$ cat src/rtl/xoshiro_pkg.sv
// shared types, constants and helper functions for the xoshiro256++ generator
`timescale 1ns / 1ps

package xoshiro_pkg;

    typedef logic [63:0] word_t;

    localparam int unsigned WORD_W      = 64;
    localparam int unsigned NUM_WORDS   = 4;
    localparam int unsigned WIDX_W      = 2;
    localparam int unsigned FRAC53_W    = 53;
    localparam int unsigned FRAC24_W    = 24;
    localparam int unsigned CMD_W       = 1;
    localparam int unsigned OUT_BITS    = WORD_W + FRAC53_W + FRAC24_W;
    localparam int unsigned OUT_DATA_W  = ((OUT_BITS + 7) / 8) * 8;
    localparam int unsigned OUT_PAD_W   = OUT_DATA_W - OUT_BITS;

    // command codes carried on the input tuser
    localparam logic [CMD_W-1:0] CMD_NEXT   = 1'b0;
    localparam logic [CMD_W-1:0] CMD_RESEED = 1'b1;

    localparam word_t SM_GAMMA = 64'h9e37_79b9_7f4a_7c15;
    localparam word_t SM_MUL1  = 64'hbf58_476d_1ce4_e5b9;
    localparam word_t SM_MUL2  = 64'h94d0_49bb_1331_11eb;

    // partial product selection for the shared 32x32 multiplier
    localparam logic [1:0] PP_LO_LO = 2'd0;
    localparam logic [1:0] PP_HI_LO = 2'd1;
    localparam logic [1:0] PP_LO_HI = 2'd2;

    typedef struct packed {
        logic              load_seed;
        logic              step_acc;
        logic              mul_en;
        logic [1:0]        mul_phase;
        logic              mul_sel;
        logic              mix_xor;
        logic              write_word;
        logic [WIDX_W-1:0] word_idx;
        logic              gen_next;
    } dp_cmd_t;

    function automatic word_t rotl64(input word_t v, input int unsigned amt);
        rotl64 = (v << amt) | (v >> (WORD_W - amt));
    endfunction

    // full splitmix64 finaliser, used only on constants at elaboration
    function automatic word_t sm_mix(input word_t v);
        word_t z;
        z = v;
        z = (z ^ (z >> 30)) * SM_MUL1;
        z = (z ^ (z >> 27)) * SM_MUL2;
        sm_mix = z ^ (z >> 31);
    endfunction

    // state after reset: splitmix64 expansion of seed zero
    localparam word_t SEED0_W0 = sm_mix(word_t'(SM_GAMMA * 64'd1));
    localparam word_t SEED0_W1 = sm_mix(word_t'(SM_GAMMA * 64'd2));
    localparam word_t SEED0_W2 = sm_mix(word_t'(SM_GAMMA * 64'd3));
    localparam word_t SEED0_W3 = sm_mix(word_t'(SM_GAMMA * 64'd4));

endpackage

$ cat src/rtl/xoshiro_ctrl.sv
// controller: stream handshake and the reseed sequencer
`timescale 1ns / 1ps

module xoshiro_ctrl
(
    input  logic                          clk,
    input  logic                          rst_n,
    input  logic                          s_tvalid,
    output logic                          s_tready,
    input  logic [xoshiro_pkg::CMD_W-1:0] s_tuser,
    output logic                          m_tvalid,
    input  logic                          m_tready,
    output xoshiro_pkg::dp_cmd_t          cmd
);
    import xoshiro_pkg::*;

    localparam logic [2:0] ST_IDLE = 3'd0;
    localparam logic [2:0] ST_ADD  = 3'd1;
    localparam logic [2:0] ST_MUL0 = 3'd2;
    localparam logic [2:0] ST_MUL1 = 3'd3;
    localparam logic [2:0] ST_MUL2 = 3'd4;
    localparam logic [2:0] ST_MIX  = 3'd5;

    logic [2:0]        state_reg, state_next;
    logic              sel_reg, sel_next;
    logic [WIDX_W-1:0] cnt_reg, cnt_next;
    logic              valid_reg, valid_next;
    logic              accept;

    assign s_tready = (state_reg == ST_IDLE) && (!valid_reg || m_tready);
    assign accept   = s_tvalid && s_tready;
    assign m_tvalid = valid_reg;

    always_comb
    begin
        state_next = state_reg;
        sel_next   = sel_reg;
        cnt_next   = cnt_reg;
        cmd        = '0;
        cmd.mul_sel  = sel_reg;
        cmd.word_idx = cnt_reg;

        // output register: filled by a next command, emptied by a transfer
        if (accept && (s_tuser == CMD_NEXT))
        begin
            valid_next = 1'b1;
        end
        else if (m_tready)
        begin
            valid_next = 1'b0;
        end
        else
        begin
            valid_next = valid_reg;
        end

        unique case (state_reg)
            ST_IDLE:
            begin
                if (accept)
                begin
                    if (s_tuser == CMD_RESEED)
                    begin
                        cmd.load_seed = 1'b1;
                        sel_next      = 1'b0;
                        cnt_next      = '0;
                        state_next    = ST_ADD;
                    end
                    else
                    begin
                        cmd.gen_next = 1'b1;
                    end
                end
            end
            ST_ADD:
            begin
                cmd.step_acc = 1'b1;
                state_next   = ST_MUL0;
            end
            ST_MUL0:
            begin
                cmd.mul_en    = 1'b1;
                cmd.mul_phase = PP_LO_LO;
                state_next    = ST_MUL1;
            end
            ST_MUL1:
            begin
                cmd.mul_en    = 1'b1;
                cmd.mul_phase = PP_HI_LO;
                state_next    = ST_MUL2;
            end
            ST_MUL2:
            begin
                cmd.mul_en    = 1'b1;
                cmd.mul_phase = PP_LO_HI;
                state_next    = ST_MIX;
            end
            ST_MIX:
            begin
                if (!sel_reg)
                begin
                    cmd.mix_xor = 1'b1;
                    sel_next    = 1'b1;
                    state_next  = ST_MUL0;
                end
                else
                begin
                    cmd.write_word = 1'b1;
                    sel_next       = 1'b0;
                    cnt_next       = cnt_reg + 1'b1;
                    // last state word written ends the reseed
                    state_next     = (cnt_reg == WIDX_W'(NUM_WORDS - 1)) ? ST_IDLE : ST_ADD;
                end
            end
            default:
            begin
                state_next = ST_IDLE;
            end
        endcase
    end

    always_ff @(posedge clk or negedge rst_n)
    begin
        if (!rst_n)
        begin
            state_reg <= ST_IDLE;
            sel_reg   <= 1'b0;
            cnt_reg   <= '0;
            valid_reg <= 1'b0;
        end
        else
        begin
            state_reg <= state_next;
            sel_reg   <= sel_next;
            cnt_reg   <= cnt_next;
            valid_reg <= valid_next;
        end
    end

endmodule

$ cat src/rtl/xoshiro_datapath.sv
// datapath: generator state, splitmix64 seeding arithmetic and output register
`timescale 1ns / 1ps

module xoshiro_datapath
(
    input  logic                               clk,
    input  logic                               rst_n,
    input  xoshiro_pkg::dp_cmd_t               cmd,
    input  xoshiro_pkg::word_t                 seed,
    output logic [xoshiro_pkg::OUT_DATA_W-1:0] out_data
);
    import xoshiro_pkg::*;

    word_t gen_words_reg [NUM_WORDS];
    word_t acc_reg;
    word_t z_reg;
    word_t prod_reg, prod_next;
    word_t out_word_reg;

    word_t acc_sum;
    word_t mul_const;
    logic [31:0] mul_a, mul_b;
    word_t mul_out;

    word_t w0, w1, w2, w3;
    word_t gen_out;
    word_t t2, t3;

    assign w0 = gen_words_reg[0];
    assign w1 = gen_words_reg[1];
    assign w2 = gen_words_reg[2];
    assign w3 = gen_words_reg[3];

    // xoshiro256++ output and state update
    assign gen_out = rotl64(w0 + w3, 23) + w0;
    assign t2      = w2 ^ w0;
    assign t3      = w3 ^ w1;

    assign acc_sum = acc_reg + SM_GAMMA;

    // low 64 bits of z * constant from three 32x32 partial products
    assign mul_const = cmd.mul_sel ? SM_MUL2 : SM_MUL1;

    always_comb
    begin
        unique case (cmd.mul_phase)
            PP_HI_LO:
            begin
                mul_a = z_reg[63:32];
                mul_b = mul_const[31:0];
            end
            PP_LO_HI:
            begin
                mul_a = z_reg[31:0];
                mul_b = mul_const[63:32];
            end
            default:
            begin
                mul_a = z_reg[31:0];
                mul_b = mul_const[31:0];
            end
        endcase
        mul_out = {32'd0, mul_a} * {32'd0, mul_b};
        if (cmd.mul_phase == PP_LO_LO)
        begin
            prod_next = mul_out;
        end
        else
        begin
            prod_next = prod_reg + {mul_out[31:0], 32'd0};
        end
    end

    always_ff @(posedge clk)
    begin
        if (cmd.load_seed)
        begin
            acc_reg <= seed;
        end
        else if (cmd.step_acc)
        begin
            acc_reg <= acc_sum;
        end

        if (cmd.step_acc)
        begin
            z_reg <= acc_sum ^ (acc_sum >> 30);
        end
        else if (cmd.mix_xor)
        begin
            z_reg <= prod_reg ^ (prod_reg >> 27);
        end

        if (cmd.mul_en)
        begin
            prod_reg <= prod_next;
        end

        if (cmd.gen_next)
        begin
            out_word_reg <= gen_out;
        end
    end

    always_ff @(posedge clk or negedge rst_n)
    begin
        if (!rst_n)
        begin
            gen_words_reg[0] <= SEED0_W0;
            gen_words_reg[1] <= SEED0_W1;
            gen_words_reg[2] <= SEED0_W2;
            gen_words_reg[3] <= SEED0_W3;
        end
        else if (cmd.write_word)
        begin
            gen_words_reg[cmd.word_idx] <= prod_reg ^ (prod_reg >> 31);
        end
        else if (cmd.gen_next)
        begin
            gen_words_reg[0] <= w0 ^ t3;
            gen_words_reg[1] <= w1 ^ t2;
            gen_words_reg[2] <= t2 ^ (w1 << 17);
            gen_words_reg[3] <= rotl64(t3, 45);
        end
    end

    assign out_data = {{OUT_PAD_W{1'b0}},
                       out_word_reg[WORD_W-1 -: FRAC24_W],
                       out_word_reg[WORD_W-1 -: FRAC53_W],
                       out_word_reg};

endmodule

$ cat src/rtl/xoshiro256pp_generator_unit.sv
// top level of the xoshiro256++ generator with splitmix64 reseeding
// next command: result in the output register in the cycle after the transfer,
//   one new value per cycle while the output side keeps taking them
// reseed command: busy for ADD, MUL0-2, MIX, MUL0-2, MIX on each of 4 words, no result
// reset: asynchronous, state words load the splitmix64 expansion of seed zero
`timescale 1ns / 1ps

module xoshiro256pp_generator_unit
(
    input  logic                               clk,
    input  logic                               rst_n,
    input  logic                               s_tvalid,
    output logic                               s_tready,
    input  logic [63:0]                        s_tdata,  // seed_value
    input  logic [xoshiro_pkg::CMD_W-1:0]      s_tuser,  // command
    output logic                               m_tvalid,
    input  logic                               m_tready,
    output logic [xoshiro_pkg::OUT_DATA_W-1:0] m_tdata   // random_word, fraction53, fraction24
);
    import xoshiro_pkg::*;

    dp_cmd_t cmd;

    xoshiro_ctrl u_ctrl
    (
        .clk      (clk),
        .rst_n    (rst_n),
        .s_tvalid (s_tvalid),
        .s_tready (s_tready),
        .s_tuser  (s_tuser),
        .m_tvalid (m_tvalid),
        .m_tready (m_tready),
        .cmd      (cmd)
    );

    xoshiro_datapath u_datapath
    (
        .clk      (clk),
        .rst_n    (rst_n),
        .cmd      (cmd),
        .seed     (s_tdata),
        .out_data (m_tdata)
    );

endmodule

$ cat config.mk
export PLATFORM = sky130hd
export DESIGN_NAME = xoshiro256pp_generator_unit
export DESIGN_NICKNAME = d
export VERILOG_FILES = /design/src/rtl/xoshiro_pkg.sv /design/src/rtl/xoshiro_ctrl.sv /design/src/rtl/xoshiro_datapath.sv /design/src/rtl/xoshiro256pp_generator_unit.sv
export SDC_FILE = /design/constraint.sdc
export NUM_CORES = 2
export LEC_CHECK = 0
export ABC_CLOCK_PERIOD_IN_PS = 26400
export BUFFER_PORTS_ARGS = -buffer_cell sky130_fd_sc_hd__buf_2
export CORE_MARGIN = 10
export CORE_UTILIZATION = 40
export CTS_CLUSTER_DIAMETER = 200
export CTS_CLUSTER_SIZE = 24
export DETAILED_ROUTE_END_ITERATION = 7
export GPL_TIMING_DRIVEN = 0
export PLACE_DENSITY_LB_ADDON = 0.2
export RECOVER_POWER = 25
export SYNTH_ARGS = -nofsm -noshare
export SYNTH_HDL_FRONTEND = slang
export SYNTH_SLANG_ARGS = --single-unit
export TNS_END_PERCENT = 30
$ cat constraint.sdc
create_clock -name clk -period 26.4 [get_ports clk]
set_clock_uncertainty 0.2 [all_clocks]
set_input_delay 5.28 -clock clk [delete_from_list [all_inputs] [get_ports clk]]
set_output_delay 5.28 -clock clk [all_outputs]
set_load 0.005 [all_outputs]
Yosys cells after proc, flatten, opt, wreduce, memory -nomap -nowiden --
Index checks and enable logic that the tools add are counted.
Storage, ports and cells: bits in latches 0, bits of input ports 69, register bits 519, memories kept 0, output and inout port bits 146, ROM bits 0, memory bits (writable) 0, word-level logic and storage cells 97
Operators by class: add/subtract/negate cells 5, reduce and logical (&&, ||, !) cells 16, divide/modulo/power cells 0, shift-type cells 0, order comparisons 2, $mul 1, multiplexer cells 38, equal/unequal tests 11, bitwise gates (word level) 12
Operators with widths (count):
- $mux 256 | 2
- $mux 64 | 6
- $xor 64x64->64 | 5
- $bwmux 256 | 1
- $add 64x64->64 | 3
- $demux 64 s2 | 1
- $add 64x64->64 const B | 1
- $mul 32x32->64 | 1
- $mux 32 | 2
- $or 64x23->64 | 1
- $or 64x45->64 | 1
- $xor 64x33->64 | 1
- $xor 64x34->64 | 1
- $xor 64x37->64 | 1
- $mux 62 | 1
- $pmux 3 s6 | 1
- $mux 1 | 14
- $reduce_bool 2->1 | 5
- $mux 3 | 3
- $pmux 3 s3 | 1
- $mux 2 | 4
- $eq 3x2->1 const B | 2
- $eq 3x3->1 const B | 2
- $eq 2x2->1 const B | 2
- 19 further kinds | 23

Longest topological paths before layout --
word-level depth 8, mapped depth 42, gate-level depth less buffers 39

By module --
Synthesis repeated with hierarchy kept, for this count alone.
Unflattened totals: cell total of the unflattened synthesis 6993, area, all modules 65499.1 µm²
By module, submodules not included:
- xoshiro_datapath | area each 65073.7 µm², instances 1, sequential area each 14244.9 µm², cells each 6945
- xoshiro_ctrl | area each 425.4 µm², instances 1, sequential area each 175.2 µm², cells each 48

Worst setup path after synthesis --
No wires, ideal clock.
kind input port to output port, start input m_tready, end output s_tready, required time 20920 ps, path buffers 0, cell stages on the path 2, arrival 5518 ps, path slack 15402 ps, cell sequence nor2b_1 > nor2b_1
On the way: longest elaborated chain between the ends 2
RTL lines:
- from (decl) | line xoshiro256pp_generator_unit.sv:17 | input logic m_tready,
- $logic_or 1x1->1 | line xoshiro_ctrl.sv:30 | assign s_tready = (state_reg == ST_IDLE) && (!valid_reg || m_tready);
- $logic_and 1x1->1 | line xoshiro_ctrl.sv:30
- to (decl) | line xoshiro256pp_generator_unit.sv:13 | output logic s_tready,
Every way passes these cells.

Worst setup path in the final report --
start register u_ctrl.state_reg[1], end register u_datapath.prod_reg[63], data pin
On the way: longest elaborated chain between the ends 7, elaborated cells between the ends (all ways) 12, classes of those cells add/sub (1); mul (1); eq/ne (5); mux (4); reduce/logical (1)
RTL lines:
- from (decl) | line xoshiro_ctrl.sv:24 | logic [2:0] state_reg, state_next;
- from (signal assigned) | line xoshiro_ctrl.sv:133 | state_reg <= state_next;
- $eq 3x3->1 / $eq 3x2->1 (equally long branches) | line xoshiro_ctrl.sv:57 | unique case (state_reg)
- $pmux 3 s3 (*) | line xoshiro_ctrl.sv:57
- $eq 2x1->1 / $eq 2x2->1 (equally long branches) | line xoshiro_datapath.sv:46 | unique case (cmd.mul_phase)
- $mux 32 | line xoshiro_datapath.sv:46
- $mul 32x32->64 | line xoshiro_datapath.sv:63 | mul_out = {32'd0, mul_a} * {32'd0, mul_b};
- $add 64x64->64 | line xoshiro_datapath.sv:70 | prod_next = prod_reg + {mul_out[31:0], 32'd0};
- $mux 64 (*) | line xoshiro_datapath.sv:64 | if (cmd.mul_phase == PP_LO_LO)
- net u_datapath.prod_next[63] | line xoshiro_datapath.sv:17 | word_t prod_reg, prod_next;
- to (signal assigned) | line xoshiro_datapath.sv:96 | prod_reg <= prod_next;
- to (decl) | line xoshiro_datapath.sv:17
The timed path passes the listed nets; every way through them passes the cells marked *. A chain may end at the register's enable or synchronous reset.

==> reports/metrics.yaml <==
status: "finished with violations"
violations: "max-capacitance violations, max-slew violations"
path_clk_slew_ns: 0.11
tns_ns: 0
syn_area_um2: 65600
io_buffer_count: 211
hold_violations: 0
hpwlAfterDp_um: 226000
maxSlewHeadroom_pct: -309
drtIter0Drc: 5934
cts_resized: 0
postCtsSetupBuffers: 0
tightest_slew_ns: 6.13
path_max_fanout: 11
ys.flop_type: "edfxtp_1"
synth_edf_count: 256
grt_pass1_vias: 54400
cts.path.max_buffers: 3
tritoncts: "yes"
die_w_um: 425
worstPathArrival_ns: 14.07
ant_nets: 0
setup_violations: 0
gp_congestion: 1.00
die_y_um: 425
coreArea_um2: 163000
route.vias.total: 54200
final_common_cell: "inv_1"
utilization_pct: 43.2
rsz0062_at_grt: "no"
via_per_inst: 5.74
numCtsBuffers: 25
critPathMaxStageDelay_ns: 1.17
synth-seq-cells: 519
drv_slew: 225
clock.fmax_ghz: 0.0720
worst_hold_path_type: "reg2reg"
drc: 0
seq_area_frac_synth_pct: 22.0
antenna_found_initial: 12
critPathKind: "reg2reg"
fin_nets: 8646
grt_max_degree: 108
yosysUniqueCellTypes: 98
crit_path_frequent_cell: "fa_1"
cts.sinks: 519
period_share_pct: 52.6
maxCapViolations: 4
initial_utilization_pct: 40.3
grtUsageTotal_pct: 29.0
cp_top_family: "adder cells"
clk_latency_ns: 0.65
critPathBufInv: 9
grt_pass1_wl_um: 384000
gr-total-overflow: 0
required_ns: 26.58
period_needed_ns: 13.89
cp-end-kind: "register"
ctsHoldBuffers: 0
cts_root_buf: "clkbuf_16"
rows: 148
firstDrtPassIters: 8
syn_to_final_growth_pct: 7.14
io-pin-count: 215
synthCells: 6993
htree_levels: 1
layout_common_cells: "968 x inv_1, 826 x fa_1, 567 x nand2_1"
die_area_um2: 181000
yosys_warnings: 0
synthArstFlopShare_pct: 50.7
drive_above_1_share_pct: 7.98
routedWlPerCell_um: 28.5
finalWirelength_um: 269000
slowest_stage: "mux2i_1"
syn_area_per_cell_um2: 9.38
critPathLaunchType: "register"
==> metrics by stage <==
| step | cell area, µm² | cells | worst slack (ns) | hold slack (ns) |
|---|---|---|---|---|
| 2_1_floorplan | 65600 | 6995 | 15.40 | 0.284 |
| 3_3_place_gp | 69400 | 9381 | 12.56 | 0.307 |
| 3_5_place_dp | 69800 | 9398 | 12.79 | 0.317 |
| 4_1_cts | 70500 | 9444 | 12.78 | 0.334 |
| 5_1_grt | 70300 | 9444 | 12.18 | 0.360 |
| 6_report | 70300 | 9448 | 12.51 | 0.339 |
==> cells in the mapped netlist (66+ instances only) <==
| cell type | instances | share of area (%) |
|---|---|---|
| ha_1 | 501 | 9.6 |
| a21o_1 | 135 | 1.5 |
| nor2b_1 | 95 | 0.91 |
| edfxtp_1 | 256 | 12 |
| dfrtp_1 | 142 | 5.4 |
| nand2_1 | 568 | 3.2 |
| xor2_1 | 334 | 4.5 |
| xnor2_1 | 235 | 3.1 |
| dfstp_2 | 121 | 4.8 |
| clkbuf_1 | 262 | 1.5 |
| inv_1 | 968 | 5.5 |
| nand3_1 | 106 | 0.81 |
| a221o_1 | 66 | 1.0 |
| a21oi_1 | 398 | 3.0 |
| buf_4 | 86 | 0.98 |
| nor2_1 | 486 | 2.8 |
| o211ai_1 | 67 | 0.77 |
| fa_1 | 826 | 25 |
| and2_1 | 81 | 0.77 |
| o21ai_0 | 419 | 3.2 |
==> logic make-up after synthesis <==
logic type | after synthesis | synth area share, %
DFF | 519 | 22.0
AOI/OAI and AO/OA | 1446 | 14.2
other | 1 | 0.00571
adders and majority gates | 1327 | 34.7
muxes | 68 | 1.06
xor gates and xnor gates | 571 | 7.67
and+or+nand+nor | 1684 | 11.9
buffers and inverters | 1377 | 8.50
==> worst register-to-register path, delay by kind of cell (launching register included) <==
kind	cells	cell delay [ns]
AO/OA/AOI/OAI	11	2.44
XOR/XNOR	1	0.56
adder cells (fa/ha/maj)	10	4.66
buffers and inverters	9	3.50
flip-flops	1	0.37
multiplexers	1	1.17
AND/OR/NAND/NOR	5	0.73
==> final cells by class <==
class	instances	area, µm²
fill	16400	92600
multi-input combinational	5099	45600
sequential	519	14400
inverter	974	3660
tap	2175	2720
buffer	403	1920
timing repair buffer	228	1250
clock buffer	44	697
clock inverter	2	20.0
antenna	4	10.0
==> worst paths after layout <==
path                       slack, ns                       to  depth (start not counted)                 from
setup / recovery               12.51  u_datapath.prod_reg[63]                         37  u_ctrl.state_reg[1]
hold / removal                  0.34         u_datapath.w3[7]                          2     u_datapath.w3[7]
setup reg to reg               12.51  u_datapath.prod_reg[63]                         37  u_ctrl.state_reg[1]
hold reg to reg                 0.34         u_datapath.w3[7]                          2     u_datapath.w3[7]
max in group asynchronous      13.35        u_datapath.w0[49]                          2                rst_n
min in group asynchronous       5.52          u_ctrl.m_tvalid                          1                rst_n
==> routing by layer <==
layer	vias up	track usage, %	share of wire (%)
li1	23600	-	-
met1	27300	38.9	41
met2	2718	44.2	43
met3	554	6.08	9.3
met4	12	14.5	6.3
met5	-	0	0.029
Power is left out: the tool's default activity adds up to more than one toggle a clock period on the data nets, which glitch-free logic cannot reach.
